[config.mk]
export PLATFORM = sky130hd
export DESIGN_NAME = x86_64_instruction_encoder_unit
export DESIGN_NICKNAME = d
export VERILOG_FILES = /design/src/xie_pkg.sv /design/src/x86_64_instruction_encoder_unit.sv /design/src/xie_encode.sv /design/src/xie_serializer.sv
export VERILOG_INCLUDE_DIRS = /design/src /design/src/src
export SDC_FILE = /design/constraint.sdc
export NUM_CORES = 1
export LEC_CHECK = 0
export BUFFER_PORTS_ARGS = -buffer_cell sky130_fd_sc_hd__buf_2
export CAP_MARGIN = 20
export CELL_PAD_IN_SITES_DETAIL_PLACEMENT = 2
export CELL_PAD_IN_SITES_GLOBAL_PLACEMENT = 2
export CORE_MARGIN = 2
export CORE_UTILIZATION = 37
export DETAILED_ROUTE_END_ITERATION = 7
export PLACE_DENSITY_LB_ADDON = 0.1
export SYNTH_ARGS = -nofsm -noshare
export SYNTH_HDL_FRONTEND = slang
export SYNTH_SLANG_ARGS = --single-unit
[constraint.sdc]
create_clock -name clk -period 12.12 [get_ports clk]
set_input_delay 1.212 -clock clk [delete_from_list [all_inputs] [get_ports clk]]
set_output_delay 1.212 -clock clk [all_outputs]
set_load 0.03 [all_outputs]
[src/x86_64_instruction_encoder_unit_macros.svh]
// assertion macros for the instruction encoder
`ifndef X86_64_INSTRUCTION_ENCODER_UNIT_MACROS_SVH
`define X86_64_INSTRUCTION_ENCODER_UNIT_MACROS_SVH
`ifndef ASSERT_OFF
`define XIE_ASSERT_IMP(label, clk, rst_n, ante, cons) \
	label: assert property (@(posedge clk) disable iff (!rst_n) (ante) |-> (cons)) \
	else $error("assertion failed");
`define XIE_ASSERT_NEXT(label, clk, rst_n, ante, cons) \
	label: assert property (@(posedge clk) disable iff (!rst_n) (ante) |=> (cons)) \
	else $error("assertion failed");
`else
`define XIE_ASSERT_IMP(label, clk, rst_n, ante, cons)
`define XIE_ASSERT_NEXT(label, clk, rst_n, ante, cons)
`endif
`endif

[src/xie_pkg.sv]
`timescale 1ns / 1ps
// ----------------------------------------------------------------------------
// xie_pkg
// types and constants shared by the instruction encoder
// ----------------------------------------------------------------------------
package xie_pkg;
	localparam int MaxBytes = 20;
	localparam int LenW = 5;
	localparam int IdxW = 5;

	typedef logic [7:0] byte_t;
	typedef byte_t [MaxBytes-1:0] seq_t;

	typedef struct packed {
		seq_t seq;
		logic [LenW-1:0] len;
	} enc_t;

	localparam logic [5:0] K_PROLOGUE = 6'd0;
	localparam logic [5:0] K_EPILOGUE = 6'd1;
	localparam logic [5:0] K_MOV_IMM = 6'd2;
	localparam logic [5:0] K_MOV_RR = 6'd3;
	localparam logic [5:0] K_SPILL = 6'd4;
	localparam logic [5:0] K_LOAD = 6'd5;
	localparam logic [5:0] K_ADD_RR = 6'd6;
	localparam logic [5:0] K_ADD_IMM = 6'd7;
	localparam logic [5:0] K_SUB_RR = 6'd8;
	localparam logic [5:0] K_SUB_IMM = 6'd9;
	localparam logic [5:0] K_IMUL = 6'd10;
	localparam logic [5:0] K_IDIV = 6'd11;
	localparam logic [5:0] K_INC = 6'd12;
	localparam logic [5:0] K_DEC = 6'd13;
	localparam logic [5:0] K_NEG = 6'd14;
	localparam logic [5:0] K_SHL = 6'd15;
	localparam logic [5:0] K_SHR = 6'd16;
	localparam logic [5:0] K_AND = 6'd17;
	localparam logic [5:0] K_OR = 6'd18;
	localparam logic [5:0] K_XOR = 6'd19;
	localparam logic [5:0] K_MOVSD_LD = 6'd20;
	localparam logic [5:0] K_MOVSD_ST = 6'd21;
	localparam logic [5:0] K_ADDSD = 6'd22;
	localparam logic [5:0] K_SUBSD = 6'd23;
	localparam logic [5:0] K_MULSD = 6'd24;
	localparam logic [5:0] K_DIVSD = 6'd25;
	localparam logic [5:0] K_SQRTSD = 6'd26;
	localparam logic [5:0] K_CVTSI2SD = 6'd27;
	localparam logic [5:0] K_CVTTSD2SI = 6'd28;
	localparam logic [5:0] K_CMP_RR = 6'd29;
	localparam logic [5:0] K_CMP_IMM = 6'd30;
	localparam logic [5:0] K_TEST = 6'd31;
	localparam logic [5:0] K_SETE = 6'd32;
	localparam logic [5:0] K_SETNE = 6'd33;
	localparam logic [5:0] K_SETL = 6'd34;
	localparam logic [5:0] K_SETLE = 6'd35;
	localparam logic [5:0] K_SETG = 6'd36;
	localparam logic [5:0] K_SETGE = 6'd37;
	localparam logic [5:0] K_JMP = 6'd38;
	localparam logic [5:0] K_JE = 6'd39;
	localparam logic [5:0] K_JNE = 6'd40;
	localparam logic [5:0] K_JL = 6'd41;
	localparam logic [5:0] K_JLE = 6'd42;
	localparam logic [5:0] K_JG = 6'd43;
	localparam logic [5:0] K_JGE = 6'd44;
	localparam logic [5:0] K_CALL_R = 6'd45;
	localparam logic [5:0] K_CALL_ABS = 6'd46;
	localparam logic [5:0] K_RET = 6'd47;
	localparam logic [5:0] K_NOP = 6'd48;
	localparam logic [5:0] K_SYSCALL = 6'd49;

	function automatic byte_t rexw(input logic [3:0] r, input logic [3:0] b);
		rexw = {5'b01001, r[3], 1'b0, b[3]};
	endfunction

	function automatic byte_t mrm(input logic [1:0] md, input logic [2:0] rg,
			input logic [2:0] rm);
		mrm = {md, rg, rm};
	endfunction
endpackage

[src/x86_64_instruction_encoder_unit.sv]
`timescale 1ns / 1ps
// an accepted request passes the input register and then the byte register before its first byte is shown
// bytes leave one per cycle while out_stall is low; a request encodes to at most 20 bytes
// the next request is registered in the cycle the last byte of the current one leaves
// requests that encode to no bytes pass with no output
// reset (arst_n low) empties the input and byte registers at once
// ----------------------------------------------------------------------------
// x86_64_instruction_encoder_unit
// encodes one instruction request into x86-64 machine code bytes
// ----------------------------------------------------------------------------
module x86_64_instruction_encoder_unit (
	input  logic        clk,
	input  logic        arst_n,
	input  logic        in_valid,
	output logic        in_stall,
	input  logic [5:0]  kind,
	input  logic [3:0]  first_reg,
	input  logic [3:0]  second_reg,
	input  logic [63:0] operand_value,
	output logic        out_valid,
	input  logic        out_stall,
	output logic [7:0]  code_byte,
	output logic        last_byte
);
	logic v_s1;
	logic [5:0] kind_s1;
	logic [3:0] a_s1;
	logic [3:0] b_s1;
	logic [63:0] val_s1;
	xie_pkg::enc_t enc;
	logic busy;
	logic load;

	// input register drains into the byte register when it is free
	assign load = v_s1 && !busy;
	assign in_stall = v_s1 && busy;

	always_ff @(posedge clk or negedge arst_n) begin
		if (!arst_n) begin
			v_s1 <= 1'b0;
		end else if (!in_stall) begin
			v_s1 <= in_valid;
		end
	end

	always_ff @(posedge clk) begin
		if (in_valid && !in_stall) begin
			kind_s1 <= kind;
			a_s1 <= first_reg;
			b_s1 <= second_reg;
			val_s1 <= operand_value;
		end
	end

	xie_encode u_enc (
		.kind(kind_s1),
		.first_reg(a_s1),
		.second_reg(b_s1),
		.operand_value(val_s1),
		.enc(enc)
	);

	xie_serializer u_ser (
		.clk(clk),
		.arst_n(arst_n),
		.load(load),
		.enc(enc),
		.busy(busy),
		.out_valid(out_valid),
		.out_stall(out_stall),
		.code_byte(code_byte),
		.last_byte(last_byte)
	);
endmodule

[src/xie_encode.sv]
`timescale 1ns / 1ps
// ----------------------------------------------------------------------------
// xie_encode
// combinational byte-sequence builder for one instruction request
// ----------------------------------------------------------------------------
module xie_encode (
	input  logic [5:0]  kind,
	input  logic [3:0]  first_reg,
	input  logic [3:0]  second_reg,
	input  logic [63:0] operand_value,
	output xie_pkg::enc_t enc
);
	logic [31:0] lo;
	logic [31:0] disp;
	logic [31:0] aligned;
	xie_pkg::seq_t s;
	logic [xie_pkg::LenW-1:0] n;
	logic [3:0] a;
	logic [3:0] b;

	assign lo = operand_value[31:0];
	assign disp = 32'd0 - lo;
	assign aligned = (lo + 32'd15) & 32'hFFFF_FFF0;
	assign a = first_reg;
	assign b = second_reg;

	always_comb begin
		s = '0;
		n = '0;
		case (kind)
			xie_pkg::K_PROLOGUE: begin
				s[0] = 8'h55; s[1] = 8'h48; s[2] = 8'h89; s[3] = 8'hE5;
				s[4] = 8'h53; s[5] = 8'h41; s[6] = 8'h54; s[7] = 8'h41;
				s[8] = 8'h55; s[9] = 8'h41; s[10] = 8'h56; s[11] = 8'h41;
				s[12] = 8'h57;
				n = 5'd13;
				if (aligned != 32'd0 && !aligned[31]) begin
					s[13] = 8'h48; s[14] = 8'h81; s[15] = 8'hEC;
					s[16] = aligned[7:0]; s[17] = aligned[15:8];
					s[18] = aligned[23:16]; s[19] = aligned[31:24];
					n = 5'd20;
				end
			end
			xie_pkg::K_EPILOGUE: begin
				s[0] = 8'h41; s[1] = 8'h5F; s[2] = 8'h41; s[3] = 8'h5E;
				s[4] = 8'h41; s[5] = 8'h5D; s[6] = 8'h41; s[7] = 8'h5C;
				s[8] = 8'h5B; s[9] = 8'h48; s[10] = 8'h89; s[11] = 8'hEC;
				s[12] = 8'h5D; s[13] = 8'hC3;
				n = 5'd14;
			end
			xie_pkg::K_MOV_IMM: begin
				s[0] = xie_pkg::rexw(4'd0, a);
				s[1] = 8'hB8 | {5'd0, a[2:0]};
				for (int i = 0; i < 8; i++) s[2+i] = operand_value[8*i +: 8];
				n = 5'd10;
			end
			xie_pkg::K_MOV_RR, xie_pkg::K_ADD_RR, xie_pkg::K_SUB_RR, xie_pkg::K_AND,
			xie_pkg::K_OR, xie_pkg::K_CMP_RR, xie_pkg::K_TEST: begin
				s[0] = xie_pkg::rexw(b, a);
				case (kind)
					xie_pkg::K_MOV_RR: s[1] = 8'h89;
					xie_pkg::K_ADD_RR: s[1] = 8'h01;
					xie_pkg::K_SUB_RR: s[1] = 8'h29;
					xie_pkg::K_AND:    s[1] = 8'h21;
					xie_pkg::K_OR:     s[1] = 8'h09;
					xie_pkg::K_CMP_RR: s[1] = 8'h39;
					default:           s[1] = 8'h85;
				endcase
				s[2] = xie_pkg::mrm(2'd3, b[2:0], a[2:0]);
				n = 5'd3;
			end
			xie_pkg::K_XOR: begin
				s[0] = xie_pkg::rexw(a, b); s[1] = 8'h33;
				s[2] = xie_pkg::mrm(2'd3, a[2:0], b[2:0]);
				n = 5'd3;
			end
			xie_pkg::K_SPILL, xie_pkg::K_LOAD: begin
				s[0] = xie_pkg::rexw(a, 4'd0);
				s[1] = (kind == xie_pkg::K_SPILL) ? 8'h89 : 8'h8B;
				s[2] = xie_pkg::mrm(2'd2, a[2:0], 3'd5);
				s[3] = disp[7:0]; s[4] = disp[15:8];
				s[5] = disp[23:16]; s[6] = disp[31:24];
				n = 5'd7;
			end
			xie_pkg::K_ADD_IMM, xie_pkg::K_SUB_IMM, xie_pkg::K_CMP_IMM: begin
				s[0] = xie_pkg::rexw(4'd0, a); s[1] = 8'h81;
				case (kind)
					xie_pkg::K_ADD_IMM: s[2] = xie_pkg::mrm(2'd3, 3'd0, a[2:0]);
					xie_pkg::K_SUB_IMM: s[2] = xie_pkg::mrm(2'd3, 3'd5, a[2:0]);
					default:            s[2] = xie_pkg::mrm(2'd3, 3'd7, a[2:0]);
				endcase
				s[3] = lo[7:0]; s[4] = lo[15:8]; s[5] = lo[23:16]; s[6] = lo[31:24];
				n = 5'd7;
			end
			xie_pkg::K_IMUL: begin
				s[0] = xie_pkg::rexw(a, b); s[1] = 8'h0F; s[2] = 8'hAF;
				s[3] = xie_pkg::mrm(2'd3, a[2:0], b[2:0]);
				n = 5'd4;
			end
			xie_pkg::K_IDIV: begin
				s[0] = 8'h48; s[1] = 8'h99; s[2] = 8'h48; s[3] = 8'hF7; s[4] = 8'hF9;
				n = 5'd5;
			end
			xie_pkg::K_INC, xie_pkg::K_DEC, xie_pkg::K_NEG: begin
				s[0] = xie_pkg::rexw(4'd0, a);
				s[1] = (kind == xie_pkg::K_NEG) ? 8'hF7 : 8'hFF;
				case (kind)
					xie_pkg::K_INC: s[2] = xie_pkg::mrm(2'd3, 3'd0, a[2:0]);
					xie_pkg::K_DEC: s[2] = xie_pkg::mrm(2'd3, 3'd1, a[2:0]);
					default:        s[2] = xie_pkg::mrm(2'd3, 3'd3, a[2:0]);
				endcase
				n = 5'd3;
			end
			xie_pkg::K_SHL, xie_pkg::K_SHR: begin
				s[0] = xie_pkg::rexw(4'd0, a); s[1] = 8'hC1;
				s[2] = xie_pkg::mrm(2'd3, (kind == xie_pkg::K_SHL) ? 3'd4 : 3'd5, a[2:0]);
				s[3] = lo[7:0];
				n = 5'd4;
			end
			xie_pkg::K_MOVSD_LD, xie_pkg::K_MOVSD_ST: begin
				s[0] = 8'hF2; s[1] = 8'h0F;
				s[2] = (kind == xie_pkg::K_MOVSD_LD) ? 8'h10 : 8'h11;
				s[3] = xie_pkg::mrm(2'd2, a[2:0], 3'd5);
				s[4] = disp[7:0]; s[5] = disp[15:8];
				s[6] = disp[23:16]; s[7] = disp[31:24];
				n = 5'd8;
			end
			xie_pkg::K_ADDSD, xie_pkg::K_SUBSD, xie_pkg::K_MULSD, xie_pkg::K_DIVSD,
			xie_pkg::K_SQRTSD: begin
				s[0] = 8'hF2; s[1] = 8'h0F;
				case (kind)
					xie_pkg::K_ADDSD: s[2] = 8'h58;
					xie_pkg::K_SUBSD: s[2] = 8'h5C;
					xie_pkg::K_MULSD: s[2] = 8'h59;
					xie_pkg::K_DIVSD: s[2] = 8'h5E;
					default:          s[2] = 8'h51;
				endcase
				s[3] = xie_pkg::mrm(2'd3, a[2:0], b[2:0]);
				n = 5'd4;
			end
			xie_pkg::K_CVTSI2SD, xie_pkg::K_CVTTSD2SI: begin
				s[0] = 8'hF2; s[1] = xie_pkg::rexw(a, b); s[2] = 8'h0F;
				s[3] = (kind == xie_pkg::K_CVTSI2SD) ? 8'h2A : 8'h2C;
				s[4] = xie_pkg::mrm(2'd3, a[2:0], b[2:0]);
				n = 5'd5;
			end
			xie_pkg::K_SETE, xie_pkg::K_SETNE, xie_pkg::K_SETL, xie_pkg::K_SETLE,
			xie_pkg::K_SETG, xie_pkg::K_SETGE: begin
				s[0] = 8'h0F;
				case (kind)
					xie_pkg::K_SETE:  s[1] = 8'h94;
					xie_pkg::K_SETNE: s[1] = 8'h95;
					xie_pkg::K_SETL:  s[1] = 8'h9C;
					xie_pkg::K_SETLE: s[1] = 8'h9E;
					xie_pkg::K_SETG:  s[1] = 8'h9F;
					default:          s[1] = 8'h9D;
				endcase
				s[2] = 8'hC0;
				n = 5'd3;
			end
			xie_pkg::K_JMP: begin
				s[0] = 8'hE9;
				s[1] = lo[7:0]; s[2] = lo[15:8]; s[3] = lo[23:16]; s[4] = lo[31:24];
				n = 5'd5;
			end
			xie_pkg::K_JE, xie_pkg::K_JNE, xie_pkg::K_JL, xie_pkg::K_JLE,
			xie_pkg::K_JG, xie_pkg::K_JGE: begin
				s[0] = 8'h0F;
				case (kind)
					xie_pkg::K_JE:  s[1] = 8'h84;
					xie_pkg::K_JNE: s[1] = 8'h85;
					xie_pkg::K_JL:  s[1] = 8'h8C;
					xie_pkg::K_JLE: s[1] = 8'h8E;
					xie_pkg::K_JG:  s[1] = 8'h8F;
					default:        s[1] = 8'h8D;
				endcase
				s[2] = lo[7:0]; s[3] = lo[15:8]; s[4] = lo[23:16]; s[5] = lo[31:24];
				n = 5'd6;
			end
			xie_pkg::K_CALL_R: begin
				if (a[3]) begin
					s[0] = 8'h41; s[1] = 8'hFF;
					s[2] = xie_pkg::mrm(2'd3, 3'd2, a[2:0]);
					n = 5'd3;
				end else begin
					s[0] = 8'hFF; s[1] = xie_pkg::mrm(2'd3, 3'd2, a[2:0]);
					n = 5'd2;
				end
			end
			xie_pkg::K_CALL_ABS: begin
				s[0] = 8'h49; s[1] = 8'hBB;
				for (int i = 0; i < 8; i++) s[2+i] = operand_value[8*i +: 8];
				s[10] = 8'h41; s[11] = 8'hFF; s[12] = 8'hD3;
				n = 5'd13;
			end
			xie_pkg::K_RET: begin s[0] = 8'hC3; n = 5'd1; end
			xie_pkg::K_NOP: begin s[0] = 8'h90; n = 5'd1; end
			xie_pkg::K_SYSCALL: begin s[0] = 8'h0F; s[1] = 8'h05; n = 5'd2; end
			default: begin
				n = '0;
			end
		endcase
	end

	assign enc.seq = s;
	assign enc.len = n;
endmodule

[src/xie_serializer.sv]
`timescale 1ns / 1ps
// ----------------------------------------------------------------------------
// xie_serializer
// holds one encoded sequence and emits it a byte per cycle while out_stall is low
// ----------------------------------------------------------------------------
`include "x86_64_instruction_encoder_unit_macros.svh"
module xie_serializer (
	input  logic          clk,
	input  logic          arst_n,
	input  logic          load,
	input  xie_pkg::enc_t enc,
	output logic          busy,
	output logic          out_valid,
	input  logic          out_stall,
	output logic [7:0]    code_byte,
	output logic          last_byte
);
	xie_pkg::seq_t seq_q;
	logic [xie_pkg::LenW-1:0] len_q;
	logic [xie_pkg::IdxW-1:0] idx_q;
	logic fin;

	assign out_valid = (len_q != '0);
	assign code_byte = seq_q[idx_q];
	assign last_byte = (idx_q == len_q - 5'd1);
	assign fin = out_valid && !out_stall && last_byte;
	// free when empty or handing over the last byte this cycle
	assign busy = out_valid && !fin;

	always_ff @(posedge clk or negedge arst_n) begin
		if (!arst_n) begin
			len_q <= '0;
			idx_q <= '0;
		end else if (load) begin
			len_q <= enc.len;
			idx_q <= '0;
		end else if (fin) begin
			len_q <= '0;
			idx_q <= '0;
		end else if (out_valid && !out_stall) begin
			idx_q <= idx_q + 5'd1;
		end
	end

	always_ff @(posedge clk) begin
		if (load) seq_q <= enc.seq;
	end

	`XIE_ASSERT_IMP(a_idx_in_range, clk, arst_n, out_valid, idx_q < len_q)
	`XIE_ASSERT_NEXT(a_stall_hold, clk, arst_n, out_valid && out_stall,
		out_valid && $stable(idx_q))
	`XIE_ASSERT_IMP(a_load_when_free, clk, arst_n, load, !busy)
endmodule

==> impl_metrics.tcl, run 1 <==
set metrics [dict create \
    wl_per_cell_um 29.7 \
    rsz0062_at_grt "false" \
    drc 0 \
    slew_headroom_pct 27.7 \
    vias 10500 \
    gp_congestion 0.925 \
    syn_avg_cell_area_um2 10.6 \
    grt_max_degree 82 \
    syn_area_um2 12500 \
    top_usage_layer "met2" \
    start_util_pct 37.5 \
    dieHeight_um 188 \
    finalSetupTns_ps 0 \
    period_share_pct 37.5 \
    most-common-layout-cells "197 x edfxtp_1, 106 x nand2_1, 92 x buf_2, 81 x nor2_1, 57 x a21oi_1" \
    p_leak_uw 0.00492 \
    grt_use_total_pct 28.2 \
    required_ps 10910 \
    cap_viol_max_count 0 \
    clock-sinks 208 \
    synth_edf_count 197 \
    port-buffer-count 92 \
    core_area_um2 33400 \
    tightest_slew_ps 1080 \
    synth_top_flop_cell "edfxtp_1" \
    critPathMaxFanout 26 \
    grtUsageMet3_pct 7.04 \
    syn_nets 1265 \
    crit_type "reg -> out" \
    regArea_um2 6190 \
    drv_slew 0 \
    ys_ff_latch 208 \
    final_common_cell "edfxtp_1" \
    clock_skew_ps 15.3 \
    grt_overflow_total 0 \
    area_delta_synth_final_pct 13.9 \
    drive_above_1_share_pct 18.0 \
    seq_area_frac_synth_pct 49.5 \
    drt_wl_total_um 49700 \
    hold_path.class "in -> async" \
    dieWidth_um 188 \
    cts_tree "built" \
    multiInputGateArea_um2 5830 \
    power_uw 3950 \
    hold_violations 0 \
    end_kind "primary output" \
    clkTransAtPathRegs_ps 60 \
    vias_per_cell 6.29 \
    holdBufCountCts 0 \
    synth_cell_types 80 \
    cts_setup_buffers 0 \
    period_needed_ps 4550 \
    fillers 3534 \
    layout.nets 1295 \
    first_pass_iters 7 \
    yosys_warnings 0 \
    io-pin-count 93 \
    power.density_nw_per_um2 277 \
    grtUsageMet1_pct 38.7 \
    synthArstFlopShare_pct 5.29 \
    grt_use_met2_pct 44.0 \
    clk_latency_ps 550 \
    row_count 67 \
    arrival_ps 3340 \
    dr.first_iter.drc_count 1111 \
    cts_resized 0 \
    startpoint_type "flip-flop" \
    cts_max_level 1 \
    hpwlAfterDp_um 35300 \
    antenna_found_initial 5 \
    final_antenna_net_count 0 \
    die_area_um2 35300 \
    status "completed" \
    clockBufferDepth 3 \
    setup_viol 0 \
    cts_root_buf "clkbuf_16" \
    vdd_drop_max_v 0.000164 \
    grt_pass1_wl_um 74200 \
    synthCells 1179 \
    grt_pass1_vias 11000 \
    cts_buffers 26 \
    timing.fmax_mhz 220 \
]
## layout make-up
type / instances / area share (%)
sequential: 208 / 43.5
multi-input combinational: 835 / 40.9
timing repair buffer: 116 / 4.69
clock buffer: 27 / 4.59
tap: 448 / 3.93
clock inverter: 17 / 1.78
inverter: 22 / 0.580
antenna: 1 / 0.0176
## worst max-delay path, stage by stage, from the launching register on
cell and delay [ps]:
dfrtp_2 830, buf_4 490, mux4_2 590, mux4_2 480, inv_1 70, o22ai_1 80
buf_2 210
## kinds of logic after synthesis
| group | after synthesis | share of synthesized area [%] |
|---|---|---|
| flip-flops | 208 | 49.5 |
| XOR/XNOR | 65 | 4.55 |
| other | 1 | 0.0300 |
| AND/OR/NAND/NOR | 425 | 17.6 |
| multiplexers | 47 | 7.01 |
| AO/OA/AOI/OAI | 293 | 16.6 |
| buffers and inverters | 136 | 4.29 |
| adder cells (fa/ha/maj) | 4 | 0.400 |
## flip-flops by register name, indices dropped and copies added (netlist names)
signal	flops
a_s1	4
b_s1	4
kind_s1	6
u_ser.idx_q	5
u_ser.len_q	5
u_ser.seq_q	119
v_s1	1
val_s1	64
## synth_stat cells, types with 18 or more instances
cell | n | share of area (%)
edfxtp_1 | 197 | 47
nand2_1 | 106 | 3.2
xnor2_1 | 41 | 2.9
a21oi_1 | 60 | 2.4
clkbuf_1 | 90 | 2.7
a221oi_1 | 20 | 1.4
a221o_1 | 27 | 2.2
xor2_1 | 24 | 1.7
mux4_2 | 32 | 5.8
nor2b_1 | 18 | 0.90
nor3_1 | 53 | 2.1
inv_1 | 20 | 0.60
o21ai_0 | 56 | 2.2
nand3_1 | 36 | 1.4
nor2_1 | 82 | 2.5
nand2b_1 | 19 | 0.95
## worst paths after layout
check,from,slack [ps],cells after the start,to
min in group clk,val_s1[54]$_DFFE_PP_,520,1,u_ser.seq_q[70]$_DFFE_PP_
max in group asynchronous,arst_n,11360,1,u_ser.idx_q[0]$_DFFE_PN0P_
setup / recovery,u_ser.idx_q[0]$_DFFE_PN0P_,7570,6,code_byte[7]
setup reg to reg,val_s1[1]$_DFFE_PP_,7930,10,u_ser.seq_q[152]$_SDFFCE_PN0P_
hold reg to reg,val_s1[54]$_DFFE_PP_,520,1,u_ser.seq_q[70]$_DFFE_PP_
hold / removal,arst_n,520,1,v_s1$_DFFE_PN0N_
## stage by stage
stage          area [um^2]  util (%)  std cells  setup WS [ps]  hold WS, ps
4_1_cts              14200      42.6       1672           7470          515
5_1_grt              14200      42.7       1673           7340          529
6_report             14200      42.7       1674           7570          521
3_5_place_dp         13300      39.9       1628           8010          507
2_1_floorplan        12500         -       1179            855          492
3_3_place_gp         13300      39.8       1627           7870          516
## where the power goes
| group | internal [uW] | switching, uW | leakage (uW) |
|---|---|---|---|
| sequential | 1220 | 298 | 0.00200 |
| combinational | 561 | 1050 | 0.00249 |
| clock | 517 | 309 | 0.000436 |
| total | 2300 | 1660 | 0.00492 |
## layer usage
metal	wire length, um	up-vias
met4	1650	4
li1	-	4626
met3	3740	112
met1	21800	5362
met5	22	-
met2	22400	431
No activity file was read; power rests on OpenSTA's default activity.
==> run 2, diff against run 1 <==
- clock period: 12.12 -> 4 ns (I/O delays scaled with it)
==> run 2 against run 1 <==
Compared with the run above: first-iteration DRC count up 14%; die area is the same; final area rose by 3.3%; utilization up 1.4 points; clock skew rose by 2.7 ps; cell count increased by 3.5%; register-to-register slack lost 7500 ps; wire length up 1.2%; critical path type is now reg -> reg; largest cell class unchanged.
==> impl_metrics.tcl, run 2 (same netlist as run 1, synthesis figures left out) <==
set metrics [dict create \
    crit_path_cell_trace "nand3_1, or4_4, or3_4, a2111oi_0, nor4b_2, and4_1, buf_12, o22ai_1" \
    final_common_cell "edfxtp_1" \
    cap_viol_max_count 0 \
    most-common-layout-cells "197 x edfxtp_1, 106 x nand2_1, 92 x buf_2, 81 x nor2_1, 66 x buf_4" \
    clk_latency_ps 560 \
    drv_slew 0 \
    cts_setup_buffers 0 \
    max_stage_delay_ps 630 \
    core_area_um2 33400 \
    grt_pass1_vias 11200 \
    first_pass_iters 8 \
    grt_use_total_pct 28.5 \
    cts_max_level 1 \
    vdd_drop_max_v 0.000704 \
    cpLargestDelayFamily "simple AND/OR/NAND/NOR gates" \
    end_kind "flip-flop" \
    vias_per_cell 6.20 \
    cts_tree "built" \
    vias 10700 \
    arrival_ps 3860 \
    startpoint_type "flip-flop" \
    tightest_slew_ps 943 \
    period_needed_ps 3570 \
    start_util_pct 37.5 \
    wl_per_cell_um 29.0 \
    timing.fmax_mhz 280 \
    finalSetupTns_ps 0 \
    grt_max_degree 122 \
    slew_headroom_pct 37.1 \
    row_count 67 \
    dieWidth_um 188 \
    placed_cell_area_um2 13800 \
    critPathSlowestCell "edfxtp_1" \
    holdBufCountCts 9 \
    final_antenna_net_count 0 \
    dieHeight_um 188 \
    die_area_um2 35300 \
    period_share_pct 89.3 \
    required_ps 4280 \
    clock-sinks 208 \
    top_register "u_ser.seq_q" \
    reg2reg_slack_ps 430 \
    drc 0 \
    multiInputGateArea_um2 5840 \
    largest_reg_flops 119 \
    critPathMaxFanout 32 \
    area_delta_synth_final_pct 17.7 \
    gp_congestion 0.908 \
    drive_above_1_share_pct 21.0 \
    grt_pass1_wl_um 75200 \
    layout.nets 1351 \
    regArea_um2 6190 \
    hold_path.class "in -> reg" \
    cts_resized 0 \
    drt_wl_total_um 50300 \
    grt_overflow_total 0 \
    cts_buffers 25 \
    fillers 3547 \
    clkTransAtPathRegs_ps 60 \
    dr.first_iter.drc_count 1268 \
    clockBufferDepth 3 \
    critPathBufInv 1 \
    cts_root_buf "clkbuf_16" \
    power.density_nw_per_um2 826 \
    io-pin-count 93 \
    hold_violations 0 \
    hpwlAfterDp_um 36300 \
    status "completed" \
    reg_top3 "u_ser.seq_q x119, val_s1 x64, kind_s1 x6" \
    antenna_found_initial 4 \
    crit_type "reg -> reg" \
    setup_viol 0 \
    final_area_um2 14700 \
    port-buffer-count 92 \
    p_leak_uw 0.00519 \
    clock_skew_ps 18.0 \
    rsz0062_at_grt "false" \
]
run 2: changes by cell type in the layout (fill, tap and decap cells not counted), sizes merged:
| cell | delta |
|---|---|
| clkbuf | +1 |
| clkinvlp | -1 |
| bufinv | -1 |
| buf | +48 |
| clkinv | +1 |
| inv | +1 |
| dlygate4sd3 | +9 |
run 2: final timing paths:
kind                                      start                    endpoint  cells after the start
min reg2reg                val_s1[50]$_DFFE_PP_   u_ser.seq_q[66]$_DFFE_PP_                      2
max reg2reg                 val_s1[5]$_DFFE_PP_  u_ser.seq_q[110]$_DFFE_PP_                      8
min in group asynchronous                arst_n            v_s1$_DFFE_PN0N_                      2
max                         val_s1[5]$_DFFE_PP_  u_ser.seq_q[110]$_DFFE_PP_                      8
max in group asynchronous                arst_n  u_ser.idx_q[0]$_DFFE_PN0P_                      2
min                                     kind[3]        kind_s1[3]$_DFFE_PP_                      1
run 2: layout make-up:
cell class                      count  share of cell area [%]
Sequential cell                   208                    42.1
Multi-Input combinational cell    835                    39.7
Timing Repair Buffer              173                    7.93
Clock buffer                       28                    4.33
Tap cell                          448                    3.81
Clock inverter                     17                    1.56
Inverter                           22                   0.561
Antenna cell                        1                  0.0170
run 2: routing by layer:
layer  global-route usage (%)  up-vias  part of all wire [%]
met5                        0        -                 0.082
met4                     7.87        6                   2.8
met3                     6.76       82                   8.4
met2                     44.7      432                    46
met1                     39.6     5499                    43
li1                         -     4724                     -
run 2: report_power, final:
part           internal (uW)  switching, uW
logic                   1900           3460
registers               3680            675
clock network           1470            952
total                   7060           5090
run 2: per-stage QoR:
step	cells	worst slack, ps	utilization (%)	hold WS (ps)	total power (uW)
2_1_floorplan	1179	12.0	-	104	7490
3_3_place_gp	1677	561	41.2	299	9480
3_5_place_dp	1677	467	41.2	300	9660
4_1_cts	1731	460	44.1	0.247	12200
5_1_grt	1731	211	44.1	0.227	12700
6_report	1732	427	44.1	19.4	12100
